## config.mk

```make
export PLATFORM = sky130hd
export DESIGN_NAME = rsie_queue
export DESIGN_NICKNAME = d
export VERILOG_FILES = /design/src/rtl/core/rsie_pkg.sv /design/src/rtl/core/rsie_queue.sv
export VERILOG_INCLUDE_DIRS = /design/src /design/src/rtl/core
export SDC_FILE = /design/constraint.sdc
export NUM_CORES = 1
export LEC_CHECK = 0
export ABC_AREA = 1
export BUFFER_PORTS_ARGS = -buffer_cell sky130_fd_sc_hd__buf_2
export CAP_MARGIN = 20
export CORE_ASPECT_RATIO = 1.75
export CORE_MARGIN = 2
export CORE_UTILIZATION = 57
export CTS_BUF_LIST = sky130_fd_sc_hd__clkbuf_16
export DETAILED_ROUTE_END_ITERATION = 10
export GPL_TIMING_DRIVEN = 1
export HOLD_SLACK_MARGIN = 0.12
export PLACE_DENSITY = 0.85
export SLEW_MARGIN = 20
export SYNTH_ARGS = -nofsm -noshare
export SYNTH_HDL_FRONTEND = slang
export SYNTH_SLANG_ARGS = --single-unit
```

## constraint.sdc

```tcl
create_clock -name clk -period 8.25 [get_ports clk]
set_input_delay 0.825 -clock clk [delete_from_list [all_inputs] [get_ports clk]]
set_output_delay 0.825 -clock clk [all_outputs]
set_load 0.05 [all_outputs]
```

## src/rtl/core/risc_subset_instruction_execute_assert.svh

```systemverilog
// Assertion macros for the instruction execute block
`ifndef RISC_SUBSET_INSTRUCTION_EXECUTE_ASSERT_SVH
`define RISC_SUBSET_INSTRUCTION_EXECUTE_ASSERT_SVH

// Assert that an implication holds at every clock edge outside reset
`define RSIE_ASSERT_IMPL(label, clk_s, rst_s, ante, cons) \
  label: assert property (@(posedge clk_s) disable iff (rst_s) (ante) |-> (cons)) \
    else $error("assertion failed");

// Assert that a condition holds at every clock edge outside reset
`define RSIE_ASSERT_ALWAYS(label, clk_s, rst_s, cond) \
  label: assert property (@(posedge clk_s) disable iff (rst_s) (cond)) \
    else $error("assertion failed");

`endif

```

## src/rtl/core/rsie_pkg.sv

```systemverilog
// ----------------------------------------------------------------------------
// rsie_pkg
// Operation codes and the decoded word passed from front to back end.
// ----------------------------------------------------------------------------
package rsie_pkg;

  typedef enum logic [4:0] {
    OP_J = 5'd0, OP_JR = 5'd1, OP_BEQ = 5'd2, OP_BLTZ = 5'd3, OP_BGTZ = 5'd4,
    OP_BREAK = 5'd5, OP_SW = 5'd6, OP_LW = 5'd7, OP_SLL = 5'd8, OP_SRL = 5'd9,
    OP_SRA = 5'd10, OP_NOP = 5'd11, OP_ADD = 5'd12, OP_SUB = 5'd13,
    OP_MUL = 5'd14, OP_AND = 5'd15, OP_OR = 5'd16, OP_XOR = 5'd17,
    OP_NOR = 5'd18, OP_SLT = 5'd19, OP_ADDI = 5'd20, OP_ANDI = 5'd21,
    OP_ORI = 5'd22, OP_XORI = 5'd23
  } op_t;

  // Instruction class picked by the front end
  typedef enum logic [2:0] {
    CL_CTRL, CL_MEM, CL_ALU, CL_NOP, CL_BAD
  } cls_t;

  typedef struct packed {
    logic [4:0]  op;
    cls_t        cls;
    logic [4:0]  rs;
    logic [4:0]  rt;
    logic [4:0]  rd;
    logic [4:0]  sa;
    logic [31:0] imm;
    logic [31:0] jt;
  } dec_t;

  localparam int DEC_W = $bits(dec_t);

endpackage

```

## src/rtl/core/rsie_queue.sv

```systemverilog
// ----------------------------------------------------------------------------
// rsie_queue
// Two-entry word queue between the front end and the back end.
// ----------------------------------------------------------------------------
module rsie_queue (
  input  logic                  clk,
  input  logic                  rst,
  input  logic                  in_valid,
  output logic                  in_stall,
  input  rsie_pkg::dec_t        in_data,
  output logic                  out_valid,
  input  logic                  out_stall,
  output rsie_pkg::dec_t        out_data
);
  import rsie_pkg::*;

  dec_t       slots [2];
  logic       rd_ptr;
  logic       wr_ptr;
  logic [1:0] count;
  logic       push;
  logic       pop;

  assign in_stall  = (count == 2'd2);
  assign out_valid = (count != 2'd0);
  assign out_data  = slots[rd_ptr];
  assign push      = in_valid && !in_stall;
  assign pop       = out_valid && !out_stall;

  // storage
  always_ff @(posedge clk) begin
    if (push) begin
      slots[wr_ptr] <= in_data;
    end
  end

  // pointers and fill level
  always_ff @(posedge clk) begin
    if (rst) begin
      rd_ptr <= 1'b0;
      wr_ptr <= 1'b0;
      count  <= 2'd0;
    end else begin
      if (push) wr_ptr <= !wr_ptr;
      if (pop) rd_ptr <= !rd_ptr;
      count <= count + {1'b0, push} - {1'b0, pop};
    end
  end

`include "risc_subset_instruction_execute_assert.svh"
  `RSIE_ASSERT_ALWAYS(a_q_count, clk, rst, count != 2'd3)
  `RSIE_ASSERT_IMPL(a_q_ptr, clk, rst, count == 2'd0 || count == 2'd2, rd_ptr == wr_ptr)
  `RSIE_ASSERT_IMPL(a_q_ptr1, clk, rst, count == 2'd1, rd_ptr != wr_ptr)

endmodule

```

Yosys cells after proc, flatten, opt, wreduce, memory -nomap -nowiden --
Memory sizes are Yosys's and may differ from the RTL's. A register that Yosys moved wholly into a read port is not among the register bits. Index checks and enable logic that the tools add are counted. Widths: inputs -> output; s select.
Operators by class: add/subtract/negate cells 2, reductions and logical operators 7, equal/unequal tests 1, mux-type cells 4
Operator list (count):
- $logic_not 1->1 | 4
- $mux 1 | 4
- $add 2x1->2 | 1
- $eq 2x2->1 const B | 1
- $logic_and 1x1->1 | 2
- $reduce_bool 2->1 | 1
- $sub 2x1->2 | 1
Word-level totals: output and inout bits 94, RAM bits 184, input bits 96, memories kept 1, flip-flop bits (word level) 4, logic and storage cells 18
Memory list:
- slots | depth 2, width 92, rd ports 1, clocked after Yosys merged registers in 1, write ports 1, line rsie_queue.sv:17 | dec_t slots [2];

Depth between registers and ports, before layout --
word-level depth 5, gate-level depth with buffers 11

Worst setup path after synthesis --
No wires, ideal clock.
path type input to register, start point input in_valid, end point memory slots[0][0] (netlist name) (enable), arrival time 4.725 ns, setup slack 2.982 ns, required time 7.707 ns, path buffers 0, stages 2, setup time 0.543 ns, path through nand2_1 > nor2_1
On the way: word-level cells in the longest chain between the ends 3
Ends and longest elaborated chain:
- start: declaration | line rsie_queue.sv:8 | input logic in_valid,
- $logic_and 1x1->1 | line rsie_queue.sv:27 | assign push = in_valid && !in_stall;
- $mux 1 | line rsie_queue.sv:32 | if (push) begin
- $mux 1 (implied by the code) | line rsie_queue.sv:33 | slots[wr_ptr] <= in_data;
- end: declaration | line rsie_queue.sv:17
Every way passes these cells.

==> qor.yml <==
setup_path:
  setup.worst_path.end_class: "output pin"
  critPathCapture: "out_data[78]"
  crit_fanout: 63
  r2r_end: "slots[1][45]$_DFFE_PP_"
  crit_type: "reg2out"
  start_kind: "register"
  critPathArrivalTime_ps: 2430
  r2r_cells: 5
  reg2reg_setup_slack_ps: 5980
  worstPathRequired_ps: 7420
  timing.rr.start: "count[0]$_SDFF_PP0_"
global_route:
  grt_pass1_vias: 3873
  grt_usage_pct: 19.18
  antenna_found_initial: 5
  grt_pass1_wl_mm: 19.25
  grt_max_degree: 71
  gr-total-overflow: 0
cells_and_area:
  fin_area_um2: 8901
  finish.utilization_pct: 71.21
  areaGrowthSynthToFinish_pct: 22.17
  nFillCells: 811
  nets: 624
  drive_above_1_share_pct: 59.00
cts:
  clk_pin_slew_worst_paths_ps: 70
  h-tree-depth: 4
  cts.path.max_buffers: 2
  root_buffer: "clkbuf_16"
  cts_hold_buf: 0
  cts_setup_buffers: 0
  clock_latency_ps: 410
  cts_resized: 0
  cts_buffers: 17
  cts_tree: "done"
  clock-sinks: 189
route:
  drt-pass1-iter-count: 4
  avgRoutedWirePerCell_um: 17.95
  via_count: 3626
  viasPerCell: 5.100
  drtIter0Drc: 196
  ant_nets: 0
  drc: 0
  wirelength_mm: 12.76
power_and_ir_drop:
  clock_power_share_pct: 24.9
  vdd_ir_drop_max_uv: 284.3
  pwr-share-comb_pct: 34.4
  power.switching_uw: 1157
  p_per_area_nw_per_um2: 352.3
  seq_power_share_pct: 40.6
  cellLeakagePower_uw: 0.003546
  p_int_uw: 1979
  total_power_uw: 3136
  p_sw_share_pct: 36.90
timing:
  fin_worst_skew_ps: 9.632
  min_period_over_period_pct: 39.41
  slew_viol_final: 0
  hold_viol: 0
  fmaxAchievable_mhz: 307.6
  tightest_slew_ps: 916.0
  fin_setup_tns_ps: 0
  final-setup-viol-count: 0
  min_period_ps: 3251
  setup_ws_ps: 4999
  slew_headroom_pct: 38.93
  rsz0062_at_grt: "no"
synth:
  syn-cell-area_um2: 7286
  yosysUniqueCellTypes: 13
  yosys_warnings: 0
  avgSynthCellArea_um2: 22.49
  synth_top_cell_area_share_pct: 75.84
  ys_seq_area_share_pct: 77.21
  synth_nets: 422
  yosys-top-cells-area: "edfxtp_1 76%, mux2_4 16%, buf_12 2.2%"
  ys_ff_latch: 189
  yosysTopAreaCell: "edfxtp_1"
  syn_inst: 324
place:
  io_buffers: 189
  placedInstanceArea_um2: 8308
  place_congestion: 0.7614
  dp_hpwl_mm: 8.891
  pre_cts_slack_ps: 5165
die:
  die_area_um2: 13740
  num_rows: 54
  die_y_um: 153.6
  ios: 190
  core_um2: 12500
  start_util_pct: 58.29
  chipWidth_um: 89.47
flow_run:
  cap_violations: 0
hold_path:
  hold_path_class: "reg2reg"
run_status:
  status: "finished clean"
cell usage in the layout, fill, tap and decap left out:
cell type,count
a21oi_1,2
buf_2,189
buf_4,3
buf_6,1
bufinv_16,1
clkbuf_16,17
clkinv_1,1
clkinv_2,2
clkinv_4,1
clkinv_8,1
dfxtp_1,4
dfxtp_4,1
diode_2,4
edfxtp_1,184
ha_1,2
inv_1,9
inv_6,6
inv_8,3
mux2_2,12
mux2_4,80
nand2_1,8
nand3_1,3
nor2_1,8
nor2_4,1
worst max-delay path, stage by stage, from the launching register on:
cell and delay [ps]:
dfxtp_4 680, buf_6 700, mux2_4 360, buf_2 210
worst min path at each step:
stage	depth (start not counted)	end	slack (ps)	from
after detailed placement	2	register	520	rd_ptr$_SDFFE_PP0P_
after floorplan	2	register	470	rd_ptr$_SDFFE_PP0P_
after global placement	2	rd_ptr$_SDFFE_PP0P_	490	rd_ptr$_SDFFE_PP0P_
after global routing	2	count[0]$_SDFF_PP0_	560	rst
final	2	register	540	rd_ptr$_SDFFE_PP0P_
after CTS	2	register	540	rd_ptr$_SDFFE_PP0P_
sequential cells by signal, summed over array words and instances (netlist names), named ones only:
signal	count
count	2
rd_ptr	1
slots	184
wr_ptr	1
layout make-up:
| type | count | area (um2) | area share [%] |
|---|---|---|---|
| diodes | 4 | 10.01 | 0.1125 |
| clock buffers | 17 | 425.4 | 4.779 |
| clock inverters | 15 | 153.9 | 1.729 |
| inverters | 9 | 35.03 | 0.3936 |
| multi-input cells | 116 | 1458 | 16.38 |
| flip-flops and latches | 189 | 5629 | 63.24 |
| well taps | 168 | 210.2 | 2.362 |
| repair buffers | 193 | 979.7 | 11.01 |
power groups by stage:
stage | logic (uW) | registers, uW | clock network, uW
after floorplan | 940 | 1280 | 0
after global placement | 1070 | 1280 | 0
after detailed placement | 1090 | 1300 | 0
after CTS | 1090 | 1280 | 800
after global routing | 1130 | 1290 | 837
final | 1080 | 1270 | 782
through the flow:
stage,hold WS (ps),instances
after detailed placement,515.3,675
after floorplan,467.5,324
after global routing,564.8,709
after global placement,492.0,675
final,543.7,711
after CTS,536.2,707
synth_stat cells:
cell,instances
mux2_2,12
nor2_1,9
nand3_1,3
a21oi_1,2
ha_1,2
mux2_4,80
nand2_1,8
edfxtp_1,184
dfxtp_1,5
buf_2,1
buf_6,1
inv_1,9
buf_12,8
layer usage:
metal  track usage (%)  vias up  part of all wire (%)
met1             19.92     1786                    33
met4             8.671        2                   2.8
met2             34.22      137                    57
met5                 0        -                  0.10
met3             5.797       27                   6.8
li1                  -     1674                     -
logic make-up after synthesis:
logic type	synth area share, %
muxes	18.34
AOI/OAI and AO/OA	0.1374
adders and majority gates	0.3434
and+or+nand+nor	1.082
buffers and inverters	2.885
DFF	77.21
Power figures use the tool's default switching activity.
