--- config.mk ---
export PLATFORM = sky130hd
export DESIGN_NAME = rsie_front
export DESIGN_NICKNAME = d
export VERILOG_FILES = /design/src/rtl/core/risc_subset_instruction_execute_assert.svh /design/src/rtl/core/rsie_pkg.sv /design/src/rtl/core/rsie_front.sv
export SDC_FILE = /design/constraint.sdc
export NUM_CORES = 1
export LEC_CHECK = 0
export ABC_CLOCK_PERIOD_IN_PS = 5000
export BUFFER_PORTS_ARGS = -buffer_cell sky130_fd_sc_hd__buf_2
export CORE_ASPECT_RATIO = 1.4
export CORE_MARGIN = 3
export CORE_UTILIZATION = 38
export DETAILED_ROUTE_END_ITERATION = 16
export GPL_ROUTABILITY_DRIVEN = 0
export PLACE_DENSITY = 0.76
export SYNTH_ARGS = -nofsm -noshare
export SYNTH_HDL_FRONTEND = slang
export SYNTH_SLANG_ARGS = --single-unit
export TNS_END_PERCENT = 10
--- constraint.sdc ---
create_clock -name clk -period 5 [get_ports clk]
set_input_delay 0 -clock clk [delete_from_list [all_inputs] [get_ports clk]]
set_output_delay 0 -clock clk [all_outputs]
set_load 0.02 [all_outputs]
--- src/rtl/core/risc_subset_instruction_execute_assert.svh ---
// Assertion macros for the instruction execute block
`ifndef RISC_SUBSET_INSTRUCTION_EXECUTE_ASSERT_SVH
`define RISC_SUBSET_INSTRUCTION_EXECUTE_ASSERT_SVH

// Assert that an implication holds at every clock edge outside reset
`define RSIE_ASSERT_IMPL(label, clk_s, rst_s, ante, cons) \
  label: assert property (@(posedge clk_s) disable iff (rst_s) (ante) |-> (cons)) \
    else $error("assertion failed");

// Assert that a condition holds at every clock edge outside reset
`define RSIE_ASSERT_ALWAYS(label, clk_s, rst_s, cond) \
  label: assert property (@(posedge clk_s) disable iff (rst_s) (cond)) \
    else $error("assertion failed");

`endif

--- src/rtl/core/rsie_pkg.sv ---
// ----------------------------------------------------------------------------
// rsie_pkg
// Operation codes and the decoded word passed from front to back end.
// ----------------------------------------------------------------------------
package rsie_pkg;

  typedef enum logic [4:0] {
    OP_J = 5'd0, OP_JR = 5'd1, OP_BEQ = 5'd2, OP_BLTZ = 5'd3, OP_BGTZ = 5'd4,
    OP_BREAK = 5'd5, OP_SW = 5'd6, OP_LW = 5'd7, OP_SLL = 5'd8, OP_SRL = 5'd9,
    OP_SRA = 5'd10, OP_NOP = 5'd11, OP_ADD = 5'd12, OP_SUB = 5'd13,
    OP_MUL = 5'd14, OP_AND = 5'd15, OP_OR = 5'd16, OP_XOR = 5'd17,
    OP_NOR = 5'd18, OP_SLT = 5'd19, OP_ADDI = 5'd20, OP_ANDI = 5'd21,
    OP_ORI = 5'd22, OP_XORI = 5'd23
  } op_t;

  // Instruction class picked by the front end
  typedef enum logic [2:0] {
    CL_CTRL, CL_MEM, CL_ALU, CL_NOP, CL_BAD
  } cls_t;

  typedef struct packed {
    logic [4:0]  op;
    cls_t        cls;
    logic [4:0]  rs;
    logic [4:0]  rt;
    logic [4:0]  rd;
    logic [4:0]  sa;
    logic [31:0] imm;
    logic [31:0] jt;
  } dec_t;

  localparam int DEC_W = $bits(dec_t);

endpackage

--- src/rtl/core/rsie_front.sv ---
// ----------------------------------------------------------------------------
// rsie_front
// Accepts instruction words and classifies them into a registered stage.
// ----------------------------------------------------------------------------
module rsie_front (
  input  logic                  clk,
  input  logic                  rst,
  input  logic                  in_valid,
  output logic                  in_stall,
  input  logic [4:0]            req_type,
  input  logic [4:0]            src_reg,
  input  logic [4:0]            tgt_reg,
  input  logic [4:0]            dst_reg,
  input  logic [4:0]            shift_amount,
  input  logic signed [31:0]    immediate,
  input  logic [31:0]           jump_target,
  output logic                  dec_valid,
  input  logic                  dec_stall,
  output rsie_pkg::dec_t        dec_data
);
  import rsie_pkg::*;

  dec_t stage;
  logic full;
  cls_t cls;

  // classify the operation
  always_comb begin
    case (req_type) inside
      OP_J, OP_JR, OP_BEQ, OP_BLTZ, OP_BGTZ, OP_BREAK: cls = CL_CTRL;
      OP_SW, OP_LW:                                    cls = CL_MEM;
      OP_NOP:                                          cls = CL_NOP;
      [OP_SLL:OP_SRA], [OP_ADD:OP_XORI]:               cls = CL_ALU;
      default:                                         cls = CL_BAD;
    endcase
  end

  assign in_stall  = full && dec_stall;
  assign dec_valid = full;
  assign dec_data  = stage;

  always_ff @(posedge clk) begin
    if (!in_stall && in_valid) begin
      stage <= '{op: req_type, cls: cls, rs: src_reg, rt: tgt_reg, rd: dst_reg,
                 sa: shift_amount, imm: immediate, jt: jump_target};
    end
  end

  always_ff @(posedge clk) begin
    if (rst) begin
      full <= 1'b0;
    end else if (!in_stall) begin
      full <= in_valid;
    end
  end

endmodule

# After elaboration in Yosys (flattened, before gate mapping)
# Index checks and enable logic that the tools add are counted.
# Widths: inputs -> output; s select.
[totals]
reg_bits = 93
in_bits = 93
elab_cells = 37
[op_classes]
n_lt_le_gt_ge = 4
n_eq_ne = 8
mux = 3
n_reduce_logical = 11
[op_table]
columns = ["operator", "count"]
rows = [
  ["$eq 5x3->1 const B", 4],
  ["$eq 5x2->1 const B", 2],
  ["$ge 5x4->1 const B", 2],
  ["$reduce_or 9->1", 1],
  ["$reduce_or 8->1", 1],
  ["$reduce_or 6->1", 1],
  ["$eq 5x1->1 const B", 1],
  ["$eq 5x4->1 const B", 1],
  ["$le 5x4->1 const B", 1],
  ["$le 5x5->1 const B", 1],
  ["$logic_not 5->1", 1],
  ["$logic_and 1x1->1", 4],
  ["$reduce_or 2->1", 2],
  ["$mux 3", 1],
  ["$mux 2", 1],
  ["$logic_not 1->1", 1],
  ["$mux 1", 1],
]

# Depth between registers and ports, before layout
# Gate-level depths: netlist (run 1).
[logic_depth]
depth_word = 6
ltp_mapped = 4
depth_no_buf = 4

# Worst setup path after synthesis (run 1)
# Ideal clock, no wire load.
[synth_path]
path_kind = "register to register"
startpoint = "register full (netlist: dec_valid)"
endpoint = "register stage, in the netlist dec_data[0], enable pin"
setup_time_ps = 552
arrival_ps = 4680
required_ps = 4448
slack_ps = -232
path_stages_with_launch = 3
n_path_buf = 0
cell_sequence = "dfxtp_1 -> and2_1 -> nor2b_1"
[synth_between]
elab_chain_len = 3
[synth_rtl]
columns = ["item", "line", "source"]
rows = [
  ["from (decl)", "rsie_front.sv:24", "logic full;"],
  ["from (signal assigned)", "rsie_front.sv:53", "full <= in_valid;"],
  ["$logic_and 1x1->1", "rsie_front.sv:38", "assign in_stall = full && dec_stall;"],
  ["named net in_stall", "rsie_front.sv:9", "output logic in_stall,"],
  ["$logic_not 1->1", "--", ""],
  ["$logic_and 1x1->1", "rsie_front.sv:43", "if (!in_stall && in_valid) begin"],
  ["to (signal assigned)", "rsie_front.sv:44", "stage <= '{op: req_type, cls: cls, rs: src_reg, rt: tgt_reg, rd: dst_reg,"],
  ["to (decl)", "rsie_front.sv:23", "dec_t stage;"],
]
# The timed path passes the listed nets, and every way through them passes these cells.
# A chain may end at the register's enable or synchronous reset.

# Worst setup path in the final report (run 1)
[layout_path]
startpoint = "register full (netlist: dec_valid)"
endpoint = "register stage, in the netlist dec_data[20], enable pin"
[layout_between]
elab_chain_len = 3
[layout_rtl]
columns = ["item", "line"]
rows = [
  ["$logic_and 1x1->1", "rsie_front.sv:38"],
  ["$logic_not 1->1", "--"],
  ["$logic_and 1x1->1", "rsie_front.sv:43"],
]
# No other way between the ends.

==> results of run 1 <==
-- routing by layer --
metal | track usage | routed length, um | share of wire
met1 | 0.170 | 2450 | 0.31
met2 | 0.345 | 4710 | 0.59
met3 | 0.0691 | 603 | 0.076
met4 | 0.0700 | 163 | 0.021
met5 | 0 | 0 | 0
-- layout by cell type, fill, tap and decap left out --
master and n:
nor3b_1 1, nor2_1 2, nor4_1 1, and2_1 1, bufinv_16 1, ha_1 3
a21boi_0 1, a21oi_1 1, nor2b_1 1, buf_4 1, nor2b_4 1, clkbuf_1 2
buf_2 186, clkbuf_8 11, nand2_1 2, dlygate4sd3_1 91, edfxtp_1 92, o211ai_1 1
o211a_1 1, dfxtp_1 1, inv_1 3, a2111oi_2 1, nand3b_1 1, nand2b_1 1
clkinvlp_4 2
-- final cells by class --
| cell class | count | area (um2) | area share |
|---|---|---|---|
| Multi-Input combinational cell | 19 | 151 | 0.0296 |
| Clock inverter | 3 | 45.0 | 0.00880 |
| Inverter | 3 | 11.3 | 0.00220 |
| Clock buffer | 13 | 159 | 0.0310 |
| Sequential cell | 93 | 2780 | 0.543 |
| Timing Repair Buffer | 278 | 1850 | 0.361 |
| Tap cell | 97 | 121 | 0.0237 |
-- final timing paths --
path              cells past startpoint            to  startpoint
setup / recovery                      3  dec_data[20]   dec_valid
hold / removal                        2  dec_data[74]    in_valid
setup reg to reg                      3  dec_data[20]   dec_valid
hold reg to reg                       2  dec_data[74]   dec_valid
-- where the power goes --
| group | switching [uW] | internal (uW) | leakage [uW] |
|---|---|---|---|
| clock | 238 | 259 | 0.0000959 |
| sequential | 11.5 | 911 | 0.000899 |
| combinational | 119 | 105 | 0.00120 |
| total | 369 | 1280 | 0.00220 |
-- cells by family (layout without fill, tap and decap cells) --
kind of cell	Yosys count	count (layout)
compound gates	5	5
buf+inv	3	297
simple gates	11	11
fa+ha+maj	3	3
flops	93	93
-- registers in the layout, summed over array words and instances, names as in the netlist --
register,cells
dec_data,92
dec_valid,1
-- metrics by stage --
stage	hold WS (ns)	util	setup slack, ns
6_report	0.208	0.687	2.69
5_1_grt	0.204	0.687	2.53
4_1_cts	0.192	0.687	2.67
3_5_place_dp	0.172	0.537	2.69
3_3_place_gp	0.158	0.537	2.78
2_1_floorplan	0.0724	-	1.53
==> reports/metrics.cfg, run 1 <==
[power]
total_power_uw = 1640
power.leakage_uw = 0.00220
power.density_nw_per_um2 = 321
vdd.ir_drop.worst_v = 0.000255

[clock_tree]
cts_setup_buffers = 0
cts_resized = 0
cts.sinks = 93
cts_root_buffer = clkbuf_8
clk_path_buf_depth = 2
numCtsBuffers = 9
clk_latency_ns = 0.34
cts_tree = yes
clk_pin_slew_worst_paths_ns = 0.09
htreeDepth = 3
hold_buffers = 91

[place]
placed_area_um2 = 4010
dpl.hpwl_um = 4770
dp_cells = 399
port_buffers = 186

[synthesis]
synthSimpleGateAreaFrac = 0.0209
synthArstFlopShare = 0
synth_xor_area_frac = 0
synth_area_leaders = edfxtp_1, ha_1, dfxtp_1
synth_edf_count = 92
seq_area_frac_synth = 0.947
synth-compound-area-share = 0.0153
ys_types = 17
ys_ff_latch = 93
syn_avg_cell_area_um2 = 25.5
synthAdderAreaFrac = 0.0128
syn-num-nets = 211
yosysWarnings = 0
synth_top_cells_by_count = edfxtp_1, ha_1, inv_1
synth_top_family_by_area = simple AND/OR/NAND/NOR gates
synth_top_area_frac = 0.940
synth_top_flop_cell = edfxtp_1
syn_area_um2 = 2940
synth.most_common_cell = edfxtp_1
synth_mux_area_frac = 0
yosys.area.top_type = edfxtp_1
synthCells = 115

[floorplanning]
start_util = 0.394
die_h_um = 110
ios = 187
die_w_um = 80.3
core_area_um2 = 7450
row_count = 37
dieArea_um2 = 8840

[sta]
fmax_mhz = 433
tns_ns = 0
slew_viol_final = 0
max_slew_margin = 0.466
min_period_over_period = 0.462
period_needed_ns = 2.31
skew_ns = 0.0104
rsz0062_at_grt = false
finalSetupViolCount = 0
tightest_slew_ns = 0.800
final_hold_viol_count = 0

[detailed_routing]
wire_per_inst_um = 15.7
via_per_inst = 4.25
drt_pass1_iterations = 4
wirelength_um = 7920
drtIter0Drc = 92
drc = 0
ant_nets = 0
num_vias = 2150

[min_path]
min_path_type = input port to flip-flop

[critical_path]
cp.buffers_inverters = 1
path_cells = and2_1 -> nor2b_4 -> buf_4
critPathMaxStageDelay_ns = 0.74
path_max_fanout = 63
worstPathRequired_ns = 4.97
critPathCaptureType = flip-flop
cp_top_family = simple AND/OR/NAND/NOR gates
slowest_stage = buf_4
crit_arrival_ns = 2.28
start_kind = flip-flop
regToRegSetupSlack_ns = 2.69
worstSetupPathType = flip-flop to flip-flop

[finish]
area_growth_pct = 74.3
fillCellCount = 511
stdcell_count = 506
antenna_cells = 0
layout-drive-gt1-share = 0.496
fin_area_um2 = 5120
nets = 500

[global_routing]
grt_pass1_wl_um = 11500
grt_max_degree = 64
gr-total-overflow = 0
antenna_found_initial = 0
track_usage = 0.181
first_global_vias = 2361

[flow_run]
maxCapViolCount = 0

[run_status]
status = finished, final reports clean

(Power assumes the default switching activity.)
==> run 2, diff against run 1 <==
Settings changed: ABC_CLOCK_PERIOD_IN_PS 5000 to 2000.
Clock period 5 ns to 2 ns, I/O delays scaled along.
==> reports/metrics.cfg, run 2 (synthesized netlist as in run 1, its figures left out) <==
[finish]
stdcell_count = 506
layout_commonest_cell = buf_2
area_growth_pct = 75.0
layout-drive-gt1-share = 0.506
final_cell_mix = buf_2, edfxtp_1, dlygate4sd3_1, clkbuf_8
nets = 500
largest_reg_flops = 92
antenna_cells = 0

[place]
place_ws_ns = 0.616
dp_cells = 399
port_buffers = 186
dpl.hpwl_um = 5020

[sta]
finalSetupViolCount = 0
period_needed_ns = 1.41
skew_ns = 0.0143
max_slew_margin = 0.691
tightest_slew_ns = 0.463
slew_viol_final = 0
final_hold_viol_count = 0
rsz0062_at_grt = false
min_period_over_period = 0.707
fmax_mhz = 707
worst_slack_ns = 0.585

[detailed_routing]
drtIter0Drc = 105
num_vias = 2217
wire_per_inst_um = 16.3
drc = 0
ant_nets = 0
wirelength_um = 8230
drt_pass1_iterations = 5
via_per_inst = 4.38

[clock_tree]
cts_tree = yes
cts.sinks = 93
clk_path_buf_depth = 2
cts_root_buffer = clkbuf_8
htreeDepth = 3
clk_latency_ns = 0.35
numCtsBuffers = 9
clk_pin_slew_worst_paths_ns = 0.09

[power]
total_power_uw = 4140
p_clk_frac = 0.305
power.leakage_uw = 0.00221
p_int_uw = 3190
combPwrFrac = 0.138
switching_power_uw = 950
p_seq_frac = 0.557
vdd.ir_drop.worst_v = 0.000715
swShare = 0.229
power.density_nw_per_um2 = 805

[global_routing]
antenna_found_initial = 0
grt_pass1_wl_um = 12300
gr-total-overflow = 0
track_usage = 0.193
first_global_vias = 2487
grt_max_degree = 93

[critical_path]
worstSetupPathType = flip-flop to flip-flop
worstPathRequired_ns = 2.00
crit_arrival_ns = 1.41
critPathCaptureType = flip-flop
path_max_fanout = 92
start_kind = flip-flop

[floorplanning]
die_w_um = 80.3
dieArea_um2 = 8840
core_area_um2 = 7450
start_util = 0.394
die_h_um = 110
row_count = 37
ios = 187

[run_status]
status = finished, final reports clean

[flow_run]
maxCapViolCount = 0

[min_path]
min_path_type = input port to flip-flop

==> run 2: final timing paths <==
check	start	end	slack, ns	cells past startpoint
max	dec_valid	dec_data[27]	0.59	3
min reg2reg	dec_valid	dec_data[69]	1.00	3
min	in_valid	dec_data[69]	0.34	3
max reg2reg	dec_valid	dec_data[27]	0.59	3
==> run 2: area by class of cell <==
cell class	count	area [um2]
multi-input cells	19	154
well taps	97	121
inverters	3	11.3
clock inverters	5	58.8
repair buffers	278	1860
clock buffers	11	151
flip-flops and latches	93	2780
fillers	478	2310
==> run 2: metal layers <==
| metal | share of wire | up-vias | wire, um | global-route usage |
|---|---|---|---|---|
| met4 | 0.033 | 0 | 269 | 0.112 |
| li1 | - | 1034 | - | - |
| met1 | 0.33 | 1040 | 2680 | 0.183 |
| met5 | 0 | - | 0 | 0 |
| met2 | 0.56 | 118 | 4580 | 0.360 |
| met3 | 0.084 | 25 | 695 | 0.0593 |
==> run 2: what timing repair did <==
| item | in CTS | in global routing |
|---|---|---|
| endpoints found under the setup margin | 0 | 0 |
| hold buffers | 91 | 0 |
| setup buffers | 0 | 0 |
| endpoints found under the hold margin | 90 | 0 |
| gates resized for setup | 0 | 0 |
==> run 2: critical path: stages (launching register included) <==
cell and delay (ns):
dfxtp_2 0.33, and2_4 0.17, nor2b_4 0.13, buf_12 0.40
==> run 2: stage by stage <==
step / setup TNS [ns] / instance area (um2) / util / hold slack [ns]
finish: 0 / 5140 / 0.690 / 0.344
global route: 0 / 5140 / 0.690 / 0.335
CTS: 0 / 5140 / 0.690 / 0.329
detailed placement: 0 / 4020 / 0.540 / 0.177
global placement: 0 / 4020 / 0.540 / 0.151
floorplan: -30.79 / 2950 / - / 0.0650
==> run 2: power by group through the flow <==
| stage | clock [uW] | combinational (uW) | sequential [uW] |
|---|---|---|---|
| 5_1_grt | 1380 | 610 | 2320 |
| 6_report | 1260 | 572 | 2310 |
| 3_3_place_gp | 0 | 416 | 2340 |
| 2_1_floorplan | 0 | 53.8 | 2500 |
| 3_5_place_dp | 0 | 426 | 2350 |
| 4_1_cts | 1290 | 567 | 2300 |
